**config.mk**
```make
export PLATFORM = sky130hd
export DESIGN_NAME = stsw_ctrl
export DESIGN_NICKNAME = d
export VERILOG_FILES = /design/src/rtl/stsw_pkg.sv /design/src/rtl/stsw_ctrl.sv
export SDC_FILE = /design/constraint.sdc
export NUM_CORES = 1
export LEC_CHECK = 0
export BUFFER_PORTS_ARGS = -buffer_cell sky130_fd_sc_hd__buf_2
export CAP_MARGIN = 40
export CORE_AREA = 2 2 52 54
export CTS_CLUSTER_DIAMETER = 50
export DETAILED_ROUTE_END_ITERATION = 6
export DIE_AREA = 0 0 54 56
export GPL_TIMING_DRIVEN = 0
export PLACE_DENSITY = 0.73
export SLEW_MARGIN = 20
export SYNTH_ARGS = -nofsm -noshare
export SYNTH_HDL_FRONTEND = slang
export SYNTH_SLANG_ARGS = --single-unit
```
**constraint.sdc**
```tcl
create_clock -name clk -period 1.92 [get_ports clk]
set_input_delay 0 -clock clk [delete_from_list [all_inputs] [get_ports clk]]
set_output_delay 0 -clock clk [all_outputs]
set_load 0.005 [all_outputs]
```
**src/rtl/stsw_pkg.sv**
```systemverilog
// Shared types, codes and constants of the simulated tempering switch.
package stsw_pkg;

	localparam int TEMPS_DEF = 64;

	localparam logic [31:0] BETA_MIN_RST  = 32'h0100_0000;
	localparam logic [31:0] BETA_STEP_RST = 32'h0000_0000;
	localparam logic [6:0]  NUM_TEMPS_RST = 7'd64;
	localparam logic [15:0] PERIOD_RST    = 16'd1;

	localparam logic [15:0] COUNT_MAX = 16'hFFFF;
	localparam logic [15:0] HALF_DRAW = 16'h8000;
	localparam logic [17:0] SCALE_ONE = 18'h10000;
	localparam logic [17:0] SCALE_MAX = 18'h3FFFF;
	localparam logic [31:0] BETA_SAT  = 32'hFFFF_FFFF;
	localparam logic [42:0] Y_LIMIT   = 43'd786432;

	localparam logic [1:0] DIR_NONE = 2'b00;
	localparam logic [1:0] DIR_UP   = 2'b01;
	localparam logic [1:0] DIR_DN   = 2'b11;

	localparam logic [4:0] TAYLOR_LAST = 5'd16;
	localparam logic [4:0] SQUARE_LAST = 5'd3;
	localparam logic [4:0] SQRT_LAST   = 5'd31;

	localparam logic [6:0] DIV_BITS_MOD  = 7'd32;
	localparam logic [6:0] DIV_BITS_MEAN = 7'd48;
	localparam logic [6:0] DIV_BITS_TERM = 7'd33;
	localparam logic [6:0] DIV_BITS_SCL  = 7'd64;

	typedef enum logic [1:0] {
		REG_BETA_MIN  = 2'd0,
		REG_BETA_STEP = 2'd1,
		REG_NUM_TEMPS = 2'd2,
		REG_PERIOD    = 2'd3
	} cfg_reg_t;

	typedef enum logic [5:0] {
		OP_IDLE, OP_CLEAR, OP_LOAD, OP_MOD_START, OP_RD_CUR, OP_REC, OP_RD_TGT,
		OP_TGT_CAP, OP_BMUL_CUR, OP_BMUL_TGT, OP_BADD_O, OP_BADD_T, OP_BADD_N,
		OP_MC_START, OP_MC_CAP, OP_MT_START, OP_MT_CAP, OP_PAIR, OP_Y1, OP_Y2,
		OP_YSUM, OP_EXP_INIT, OP_TERM_MUL, OP_TDIV_START, OP_TERM_ACC, OP_CLAMP,
		OP_SQUARE, OP_DECIDE, OP_SDIV_START, OP_SQRT_INIT, OP_SQRT_STEP,
		OP_SCL_SAT, OP_EMIT
	} dp_op_t;

	typedef enum logic [5:0] {
		S_CLEAR, S_IDLE, S_MOD_GO, S_MOD_W, S_RD_CUR, S_REC, S_DIRCHK, S_RD_TGT,
		S_TGT_CAP, S_BM_O, S_BA_O, S_BM_T, S_BA_T, S_MC_GO, S_MC_W, S_MT_GO,
		S_MT_W, S_PAIR, S_Y1, S_Y2, S_YSUM, S_EXPI, S_TMUL, S_TDIV_GO, S_TDIV_W,
		S_CLAMP, S_SQ, S_DECIDE, S_OKCHK, S_SDIV_GO, S_SDIV_W, S_SQRT, S_SSAT,
		S_BM_N, S_BA_N, S_EMIT
	} state_t;

	typedef struct packed {
		logic       div_busy;
		logic       is_switch;
		logic       dir_nz;
		logic       accept_now;
		logic       y_big;
		logic       ok;
		logic       newb_zero;
		logic       clr_last;
		logic       out_free;
		logic [4:0] iter;
	} dp_stat_t;

endpackage

```
**src/rtl/stsw_ctrl.sv**
```systemverilog
// Sequencer that steps the datapath through one temperature move.
module stsw_ctrl (
	input  logic              clk,
	input  logic              arst_n,
	input  logic              in_valid,
	output logic              in_stall,
	input  stsw_pkg::dp_stat_t st,
	output stsw_pkg::dp_op_t   op
);

	stsw_pkg::state_t state_q, state_d;

	always_ff @(posedge clk or negedge arst_n) begin
		if (!arst_n) begin
			state_q <= stsw_pkg::S_CLEAR;
		end else begin
			state_q <= state_d;
		end
	end

	always_comb begin
		state_d = state_q;
		unique case (state_q)
			stsw_pkg::S_CLEAR:   if (st.clr_last) state_d = stsw_pkg::S_IDLE;
			stsw_pkg::S_IDLE:    if (in_valid) state_d = stsw_pkg::S_MOD_GO;
			stsw_pkg::S_MOD_GO:  state_d = stsw_pkg::S_MOD_W;
			stsw_pkg::S_MOD_W: begin
				if (!st.div_busy) begin
					state_d = st.is_switch ? stsw_pkg::S_RD_CUR : stsw_pkg::S_BM_N;
				end
			end
			stsw_pkg::S_RD_CUR:  state_d = stsw_pkg::S_REC;
			stsw_pkg::S_REC:     state_d = stsw_pkg::S_DIRCHK;
			stsw_pkg::S_DIRCHK:  state_d = st.dir_nz ? stsw_pkg::S_RD_TGT : stsw_pkg::S_BM_N;
			stsw_pkg::S_RD_TGT:  state_d = stsw_pkg::S_TGT_CAP;
			stsw_pkg::S_TGT_CAP: state_d = stsw_pkg::S_BM_O;
			stsw_pkg::S_BM_O:    state_d = stsw_pkg::S_BA_O;
			stsw_pkg::S_BA_O:    state_d = stsw_pkg::S_BM_T;
			stsw_pkg::S_BM_T:    state_d = stsw_pkg::S_BA_T;
			stsw_pkg::S_BA_T:    state_d = stsw_pkg::S_MC_GO;
			stsw_pkg::S_MC_GO:   state_d = stsw_pkg::S_MC_W;
			stsw_pkg::S_MC_W:    if (!st.div_busy) state_d = stsw_pkg::S_MT_GO;
			stsw_pkg::S_MT_GO:   state_d = stsw_pkg::S_MT_W;
			stsw_pkg::S_MT_W:    if (!st.div_busy) state_d = stsw_pkg::S_PAIR;
			stsw_pkg::S_PAIR:    state_d = stsw_pkg::S_Y1;
			stsw_pkg::S_Y1:      state_d = st.accept_now ? stsw_pkg::S_DECIDE : stsw_pkg::S_Y2;
			stsw_pkg::S_Y2:      state_d = stsw_pkg::S_YSUM;
			stsw_pkg::S_YSUM:    state_d = stsw_pkg::S_EXPI;
			stsw_pkg::S_EXPI:    state_d = st.y_big ? stsw_pkg::S_DECIDE : stsw_pkg::S_TMUL;
			stsw_pkg::S_TMUL:    state_d = stsw_pkg::S_TDIV_GO;
			stsw_pkg::S_TDIV_GO: state_d = stsw_pkg::S_TDIV_W;
			stsw_pkg::S_TDIV_W: begin
				if (!st.div_busy) begin
					state_d = (st.iter == stsw_pkg::TAYLOR_LAST) ?
						stsw_pkg::S_CLAMP : stsw_pkg::S_TMUL;
				end
			end
			stsw_pkg::S_CLAMP:   state_d = stsw_pkg::S_SQ;
			stsw_pkg::S_SQ:      if (st.iter == stsw_pkg::SQUARE_LAST) state_d = stsw_pkg::S_DECIDE;
			stsw_pkg::S_DECIDE:  state_d = stsw_pkg::S_OKCHK;
			stsw_pkg::S_OKCHK: begin
				state_d = (st.ok && !st.newb_zero) ? stsw_pkg::S_SDIV_GO : stsw_pkg::S_BM_N;
			end
			stsw_pkg::S_SDIV_GO: state_d = stsw_pkg::S_SDIV_W;
			stsw_pkg::S_SDIV_W:  if (!st.div_busy) state_d = stsw_pkg::S_SQRT;
			stsw_pkg::S_SQRT:    if (st.iter == stsw_pkg::SQRT_LAST) state_d = stsw_pkg::S_SSAT;
			stsw_pkg::S_SSAT:    state_d = stsw_pkg::S_BM_N;
			stsw_pkg::S_BM_N:    state_d = stsw_pkg::S_BA_N;
			stsw_pkg::S_BA_N:    state_d = stsw_pkg::S_EMIT;
			stsw_pkg::S_EMIT:    if (st.out_free) state_d = stsw_pkg::S_IDLE;
			default:             state_d = stsw_pkg::S_IDLE;
		endcase
	end

	always_comb begin
		op       = stsw_pkg::OP_IDLE;
		in_stall = 1'b1;
		unique case (state_q)
			stsw_pkg::S_CLEAR:   op = stsw_pkg::OP_CLEAR;
			stsw_pkg::S_IDLE: begin
				in_stall = 1'b0;
				if (in_valid) op = stsw_pkg::OP_LOAD;
			end
			stsw_pkg::S_MOD_GO:  op = stsw_pkg::OP_MOD_START;
			stsw_pkg::S_RD_CUR:  op = stsw_pkg::OP_RD_CUR;
			stsw_pkg::S_REC:     op = stsw_pkg::OP_REC;
			stsw_pkg::S_RD_TGT:  op = stsw_pkg::OP_RD_TGT;
			stsw_pkg::S_TGT_CAP: op = stsw_pkg::OP_TGT_CAP;
			stsw_pkg::S_BM_O:    op = stsw_pkg::OP_BMUL_CUR;
			stsw_pkg::S_BA_O:    op = stsw_pkg::OP_BADD_O;
			stsw_pkg::S_BM_T:    op = stsw_pkg::OP_BMUL_TGT;
			stsw_pkg::S_BA_T:    op = stsw_pkg::OP_BADD_T;
			stsw_pkg::S_MC_GO:   op = stsw_pkg::OP_MC_START;
			stsw_pkg::S_MC_W:    if (!st.div_busy) op = stsw_pkg::OP_MC_CAP;
			stsw_pkg::S_MT_GO:   op = stsw_pkg::OP_MT_START;
			stsw_pkg::S_MT_W:    if (!st.div_busy) op = stsw_pkg::OP_MT_CAP;
			stsw_pkg::S_PAIR:    op = stsw_pkg::OP_PAIR;
			stsw_pkg::S_Y1:      op = stsw_pkg::OP_Y1;
			stsw_pkg::S_Y2:      op = stsw_pkg::OP_Y2;
			stsw_pkg::S_YSUM:    op = stsw_pkg::OP_YSUM;
			stsw_pkg::S_EXPI:    op = stsw_pkg::OP_EXP_INIT;
			stsw_pkg::S_TMUL:    op = stsw_pkg::OP_TERM_MUL;
			stsw_pkg::S_TDIV_GO: op = stsw_pkg::OP_TDIV_START;
			stsw_pkg::S_TDIV_W:  if (!st.div_busy) op = stsw_pkg::OP_TERM_ACC;
			stsw_pkg::S_CLAMP:   op = stsw_pkg::OP_CLAMP;
			stsw_pkg::S_SQ:      op = stsw_pkg::OP_SQUARE;
			stsw_pkg::S_DECIDE:  op = stsw_pkg::OP_DECIDE;
			stsw_pkg::S_SDIV_GO: op = stsw_pkg::OP_SDIV_START;
			stsw_pkg::S_SDIV_W:  if (!st.div_busy) op = stsw_pkg::OP_SQRT_INIT;
			stsw_pkg::S_SQRT:    op = stsw_pkg::OP_SQRT_STEP;
			stsw_pkg::S_SSAT:    op = stsw_pkg::OP_SCL_SAT;
			stsw_pkg::S_BM_N:    op = stsw_pkg::OP_BMUL_CUR;
			stsw_pkg::S_BA_N:    op = stsw_pkg::OP_BADD_N;
			stsw_pkg::S_EMIT:    if (st.out_free) op = stsw_pkg::OP_EMIT;
			default:             op = stsw_pkg::OP_IDLE;
		endcase
	end

endmodule

```
### Word-level counts from Yosys, hierarchy flattened

Index checks and enable logic that the tools add are counted.

| storage, ports and cells | value |
|---|---|
| flip-flop bits (word level) | 6 |
| output and inout bits | 7 |
| word-level logic and storage cells | 79 |

| cells by class | value |
|---|---|
| equal/unequal tests | 48 |
| multiplexer cells | 25 |
| reductions and logical operators | 5 |

Operators by type and width:

| kind | number |
|---|---|
| $pmux W6 S36 | 1 |
| $pmux W6 S32 | 1 |
| $eq A6 B5 Y1 const B | 16 |
| $mux W6 | 14 |
| $eq A6 B4 Y1 const B | 8 |
| $eq A6 B3 Y1 const B | 4 |
| $eq A6 B6 Y1 const B | 4 |
| $ne A2 B2 Y1 const B | 10 |
| $mux W4 | 4 |
| $mux W5 | 3 |
| $eq A6 B2 Y1 const B | 2 |
| $eq A5 B5 Y1 const B | 2 |
| $reduce_and A10 Y1 | 1 |
| $eq A6 B1 Y1 const B | 1 |
| $logic_not A6 Y1 | 1 |
| $eq A5 B2 Y1 const B | 1 |
| $mux W2 | 1 |
| $reduce_or A2 Y1 | 1 |
| $logic_and A1 B1 Y1 | 1 |
| $logic_not A1 Y1 | 1 |
| $mux W1 | 1 |

### Depth between registers and ports, before layout

Gate-level depths: netlist of run 1.

| depth | value |
|---|---|
| depth in word-level cells | 4 |
| gate-level depth with buffers | 8 |
| mapped depth without buffers | 5 |

### Least setup slack after synthesis of run 1

Ideal clock, no wire load.

| timing | value |
|---|---|
| path kind | reg2reg |
| start | register state_q[0] |
| end | register state_q[0] |
| setup time | 0.125 ns |
| arrival time | 1.653 ns |
| data required time | 1.795 ns |
| setup slack | 0.142 ns |
| cell stages (with the launch flop) | 7 |
| clock period less this slack | 1.778 ns |
| cells stage by stage | dfrtp_1 > buf_6 > or4b_1 > o221ai_2 > a311oi_4 > o21ai_4 > mux2_4 |

| between the ends | value |
|---|---|
| word-level cells in the longest chain between the ends | 3 |
| elaborated cells between the ends (all ways) | 48 |
| those cells by class | eq/ne (45); mux (1); reduce/logical (2) |

RTL lines:

| what | RTL line | text |
|---|---|---|
| start: declaration | stsw_ctrl.sv:11 | `stsw_pkg::state_t state_q, state_d;` |
| start signal: assignment | stsw_ctrl.sv:15 | `state_q <= stsw_pkg::S_CLEAR;` |
| start signal: assignment | stsw_ctrl.sv:17 | `state_q <= state_d;` |
| $eq A6 B5 Y1, or another cell as far along | stsw_ctrl.sv:23 | `unique case (state_q)` |
| $ne A2 B2 Y1 (no line) | n/a |  |
| $reduce_and A10 Y1 (no line) | n/a |  |

Several ways; a longest one is shown, not always the timed one.
A chain may end at the register's enable or synchronous reset.

### Final worst setup path of run 1

| timing | value |
|---|---|
| start | register state_q[1] |
| end | register state_q[4] |

Same word-level chain as after synthesis.

==> results of run 1 <==
[Yosys cell counts, drive strengths merged (3+ instances only)]
master / number / area (µm²)
or2: 3 / 21.3
nand2: 19 / 76.3
o22ai: 4 / 25.0
and3: 3 / 18.8
dfrtp: 6 / 150
nor4: 4 / 46.3
a311oi: 3 / 43.8
a21oi: 14 / 70.1
nor2b: 6 / 37.5
buf: 12 / 66.3
nor2: 14 / 52.6
nand2b: 6 / 37.5
nand3: 4 / 20.0
inv: 5 / 18.8
o21ai: 10 / 61.3
mux2: 4 / 56.3
[power groups by stage]
stage          clock (mW)  sequential [mW]  combinational, mW
2_1_floorplan           0            0.231               1.31
3_3_place_gp            0            0.252               1.71
3_5_place_dp            0            0.253               1.74
4_1_cts             0.117            0.256               1.79
5_1_grt             0.131            0.272               2.27
6_report            0.115            0.265               2.13
[worst max path at each step]
stage,depth (start not counted),slack [ps],to
2_1_floorplan,6,140,state_q[0]
3_3_place_gp,5,-30,state_q[4]
3_5_place_dp,5,-30,state_q[4]
4_1_cts,9,9,op[3]
5_1_grt,6,-110,state_q[3]
6_report,5,50,state_q[4]
[cell families (layout without fill, tap and decap cells)]
kind of cell / after synthesis / after routing / synth area share [%]
mux: 6 / 6 / 6.61
xor+xnor: 1 / 1 / 0.759
flops: 6 / 6 / 13.0
simple gates: 71 / 71 / 35.2
buf+inv: 18 / 58 / 7.69
compound gates: 57 / 57 / 36.7
[cell type report]
cell class,instances,area (µm²),share of cell area (%)
clock buffers,3,22.5,1.46
inverters,5,18.8,1.22
well taps,30,37.5,2.44
repair buffers,37,223,14.5
flip-flops and latches,6,154,10.0
multi-input cells,135,972,63.2
plain buffers,13,111,7.24
[worst reg2reg max path, cell delays in order, from the launching register on]
cell,delay (ps)
dfrtp_2,470
or4b_1,560
o221ai_2,100
a311oi_4,150
o21ai_4,140
mux2_4,330
[routing by layer]
layer	global-route usage [%]	vias up
met4	10.7	0
met3	2.96	22
met5	0	-
li1	-	692
met2	43.6	114
met1	36.4	701
[what timing repair did]
item,in CTS,in global routing
pin swaps,1,3
gates resized for setup,10,21
endpoints found under the setup margin,5,8
hold buffers,1,0
setup buffers,0,13
hold endpoints to repair,6,0
==> metrics.md, run 1 <==
| Metric | Value |
|---|---|
| Gr ovfl total | `0` |
| Sequential power share | `10.6%` |
| Synthesized cell area | `0.00115 mm²` |
| Final setup TNS | `0 ps` |
| Delay-heaviest family, CP | `simple AND/OR/NAND/NOR gates` |
| DRC violations left | `0` |
| Worst R2R Start | `state_q[1]` |
| Placed inst area | `0.00131 mm²` |
| Setup WS post-layout | `49.6 ps` |
| CTS Sinks | `6` |
| WL met1 | `1650 µm` |
| Initial antenna violation count | `0` |
| Filler cells | `215` |
| Core ar. | `0.00243 mm²` |
| WL/cell | `18.5 µm` |
| CTS clock-pin slew for the worst setup and hold paths | `50 ps` |
| Fin Hold WS | `103 ps` |
| P_int | `1.21 mW` |
| Final std cell area, no fill | `0.00154 mm²` |
| VDD IR max | `939 µV` |
| Syn nets | `176` |
| Status | `completed` |
| Setup CP Type | `register to register` |
| DR WL met3 | `399 µm` |
| Final min period | `1870 ps` |
| Total Power | `2.51 mW` |
| Die Wd | `54 µm` |
| Root cell of the clock tree | `clkbuf_4` |
| Slew margin rel. | `72.0%` |
| Largest registers | `state_q x6` |
| CTS Buf Count | `3` |
| CTS tree | `yes` |
| Final hold vios | `0` |
| ANT nets after route | `0` |
| Dpl ws | `-33.7 ps` |
| P&R area growth vs syn | `33.3%` |
| Die H | `56 µm` |
| Clock Latency Late Sink | `240 ps` |
| Sw Ratio | `51.9%` |
| Clock buffer depth | `2` |
| Most common cell after layout, fill and taps aside | `buf_2` |
| Worst Path Max Fanout | `7` |
| R2R Setup Slk | `50 ps` |
| Yosys cell types | `59` |
| Final setup viols | `0` |
| Comb pwr share | `84.8%` |
| Min-Delay Path Class | `primary input to asynchronous set/reset pin` |
| Reg2reg path depth | `5` |
| Max-Cap Viols | `0` |
| Achievable Freq | `535 MHz` |
| Max Slew Vio Count | `0` |
| Least-Margin Pin Slew | `415 ps` |
| PD cells | `1630 mW/mm²` |
| Placed cells | `212` |
| Layout cells sized above 1 | `39.2%` |
| Crit-path slowest cell | `or4b_1` |
| Reg-to-reg endpoint | `state_q[4]` |
| Unrepaired setup endpoints after global routing | `yes` |
| Max incr delay on CP | `560 ps` |
| Ys async rst share | `100%` |
| Main synth FF type | `dfrtp_1` |
| Yosys warnings | `0` |
| GRT Overall Usage | `27.3%` |
| Most frequent cells in the layout | `27 x buf_2, 17 x nand2_1, 15 x buf_4` |
| Routability cong. | `0.967` |
| Startpoint types | `register` |
| Largest register by flop count | `state_q` |
| Port buffer count | `23` |
| Vias in the first global route | `1360` |
| Initial drt markers | `127` |
| Core Rows | `18` |
| P_sw | `1.30 mW` |
| Worst Path Required | `2040 ps` |
| Metal2 WL | `2020 µm` |
| DR vias/cell | `6.68` |
| Static leakage | `0.646 nW` |
| Power share of the clock group | `4.6%` |
| Register area share after synthesis | `13.0%` |
| Crit path from | `state_q[1]` |
| HPWL Detailed | `2980 µm` |
| Layout Skew | `3.96 ps` |
| Post-synthesis register bit count | `6` |
| Number of synthesized flops with an enable pin | `0` |
| I/O pins | `24` |
| Die area | `0.00302 mm²` |
| Post-Synthesis Cells | `159` |
| Nets | `218` |
| Initial Util | `47.5%` |
| Final Non-Filler Cells | `229` |
| Final period util | `97.4%` |
| Worst path buffer plus inverter count | `0` |
| DR pass1 iterations | `5` |
| Final wirelength | `4240 µm` |
| Vias post-DR | `1529` |
| Crit path cell chain | `or4b_1 -> o221ai_2 -> a311oi_4 -> o21ai_4 -> mux2_4` |
| H-tree depth | `1` |
| Endpoint arrival time on the critical path | `1990 ps` |
| Crit. End Element | `register` |
| Top sig layer | `met4` |
| Antenna diodes | `0` |
| Pin count of the biggest net entering global routing | `11` |
| First-pass GRT wire length | `6330 µm` |
| Final Util | `63.3%` |
| Max reg flops | `6` |
| Synth Area per Inst | `7.26 µm²` |
(Power assumes the default switching activity.)
==> inputs of run 2 (changes only) <==
==> config.mk (replaced) <==
export PLATFORM = sky130hd
export DESIGN_NAME = stsw_ctrl
export DESIGN_NICKNAME = d
export VERILOG_FILES = /design/src/rtl/stsw_pkg.sv /design/src/rtl/stsw_ctrl.sv
export SDC_FILE = /design/constraint.sdc
export NUM_CORES = 1
export LEC_CHECK = 0
export CAP_MARGIN = 40
export CORE_AREA = 2 2 49 51
export CTS_CLUSTER_DIAMETER = 50
export DETAILED_ROUTE_END_ITERATION = 6
export DIE_AREA = 0 0 51 53
export DONT_BUFFER_PORTS = 1
export GPL_TIMING_DRIVEN = 0
export PLACE_DENSITY = 0.71
export SLEW_MARGIN = 20
export SYNTH_ARGS = -nofsm -noshare
export SYNTH_HDL_FRONTEND = slang
export SYNTH_SLANG_ARGS = --single-unit
==> metrics.md, run 2 (synthesis gave the netlist of run 1 again) <==
| Metric | Value |
|---|---|
| Comb pwr share | `82.6%` |
| H-tree depth | `1` |
| Worst Path Max Fanout | `5` |
| Crit. End Element | `register` |
| Final std cell area, no fill | `0.00130 mm²` |
| Routability cong. | `1.01` |
| Nets | `186` |
| CTS Buf Count | `3` |
| CTS clock-pin slew for the worst setup and hold paths | `50 ps` |
| Slew margin rel. | `73.6%` |
| Max-Cap Viols | `0` |
| Layout cells sized above 1 | `24.0%` |
| Unrepaired setup endpoints after global routing | `yes` |
| Max reg flops | `6` |
| Max Slew Vio Count | `0` |
| Least-Margin Pin Slew | `395 ps` |
| Static leakage | `0.491 nW` |
| Die Wd | `51 µm` |
| Initial antenna violation count | `0` |
| CTS tree | `yes` |
| Largest register by flop count | `state_q` |
| DR pass1 iterations | `4` |
| Layout Skew | `7.15 ps` |
| Initial Util | `53.8%` |
| Worst R2R Start | `state_q[2]` |
| Max incr delay on CP | `490 ps` |
| Die H | `53 µm` |
| P&R area growth vs syn | `12.6%` |
| Pin count of the biggest net entering global routing | `11` |
| Clock Latency Late Sink | `250 ps` |
| PD cells | `1660 mW/mm²` |
| Root cell of the clock tree | `clkbuf_4` |
| DR WL met3 | `337 µm` |
| ANT nets after route | `0` |
| DRC violations left | `0` |
| P_int | `0.976 mW` |
| Initial drt markers | `72` |
| P_sw | `1.18 mW` |
| Antenna diodes | `0` |
| WL/cell | `20.1 µm` |
| Core Rows | `17` |
| Final wirelength | `3920 µm` |
| Min-Delay Path Class | `primary input to asynchronous set/reset pin` |
| Largest registers | `state_q x6` |
| First-pass GRT wire length | `6210 µm` |
| Startpoint types | `register` |
| Filler cells | `213` |
| Metal2 WL | `1840 µm` |
| Sw Ratio | `54.8%` |
| VDD IR max | `1020 µV` |
| Endpoint arrival time on the critical path | `2020 ps` |
| Crit-path slowest cell | `or4b_1` |
| Final min period | `1890 ps` |
| Die area | `0.00270 mm²` |
| Final setup viols | `0` |
| Worst Path Required | `2050 ps` |
| CTS Sinks | `6` |
| Worst path buffer plus inverter count | `1` |
| GRT Overall Usage | `31.4%` |
| DR vias/cell | `7.03` |
| Clock buffer depth | `2` |
| Crit path cell chain | `buf_4 -> or4b_1 -> o221ai_2 -> a311oi_4 -> o21ai_4 -> mux2_4` |
| Port buffer count | `0` |
| Placed inst area | `0.00119 mm²` |
| Gr ovfl total | `0` |
| Setup CP Type | `register to register` |
| Final Util | `60.5%` |
| Status | `completed` |
| Final setup TNS | `0 ps` |
| Delay-heaviest family, CP | `simple AND/OR/NAND/NOR gates` |
| Vias post-DR | `1371` |
| R2R Setup Slk | `30 ps` |
| Final period util | `98.6%` |
| Sequential power share | `12.1%` |
| Vias in the first global route | `1258` |
| Power share of the clock group | `5.4%` |
| Top sig layer | `met4` |
| I/O pins | `24` |
| Most common cell after layout, fill and taps aside | `nand2_1` |
| Core ar. | `0.00215 mm²` |
| Total Power | `2.16 mW` |
| Final hold vios | `0` |
| Achievable Freq | `528 MHz` |
| WL met1 | `1630 µm` |
| HPWL Detailed | `2890 µm` |
| Crit path from | `state_q[2]` |
| Most frequent cells in the layout | `17 x nand2_1, 14 x a21oi_1, 13 x nor2_1` |
## run 2: changes by cell type in the layout (fill, tap and decap cells not counted), moves of 2 or more
cell,change
nor2_4,-2
buf_2,-23
buf_6,-2
nor2_1,+2
buf_4,-8
## run 2: layout make-up
type / count / area [µm²] / area share [%]
clock buffers: 3 / 22.5 / 1.73
multi-input cells: 135 / 931 / 71.6
flip-flops and latches: 6 / 154 / 11.8
well taps: 28 / 35.0 / 2.69
plain buffers: 13 / 96.3 / 7.41
inverters: 5 / 18.8 / 1.44
repair buffers: 5 / 42.5 / 3.27
## run 2: per-layer routing
layer / up-vias / track usage [%]
met5: - / 0
met4: 0 / 15.3
met3: 11 / 5.08
met2: 87 / 48.3
met1: 650 / 42.4
li1: 623 / -
## run 2: timing repair
item                                   4_1_cts  5_1_grt
endpoints found under the hold margin        7        0
resized for setup                            4       16
gates cloned                                 0        0
pin swaps                                    1        1
setup endpoints to repair                    4        8
hold buffers                                 2        0
setup buffers                                0        3
## run 2: worst paths after layout
check                                   to  cells after the start
worst max-delay path            state_q[0]                      6
worst min-delay path            state_q[5]                      1
worst max register to register  state_q[0]                      6
worst min register to register  state_q[5]                      3
max in group asynchronous       state_q[3]                      1
min in group clk                state_q[1]                      3
## run 2: stage by stage
stage | setup slack (ps) | instances | hold slack, ps
final | 27.3 | 195 | 49.9
after global routing | -22.6 | 195 | 64.6
after CTS | 18.1 | 192 | 53.7
after detailed placement | -53.6 | 187 | -295
after global placement | -88.2 | 187 | -295
after floorplan | 142 | 159 | -296
## run 2: power groups by stage
stage	clock network (mW)	registers [mW]	logic (mW)
finish	0.116	0.260	1.78
global route	0.131	0.265	1.93
CTS	0.117	0.251	1.67
detailed placement	0	0.253	1.65
global placement	0	0.250	1.64
floorplan	0	0.231	1.31
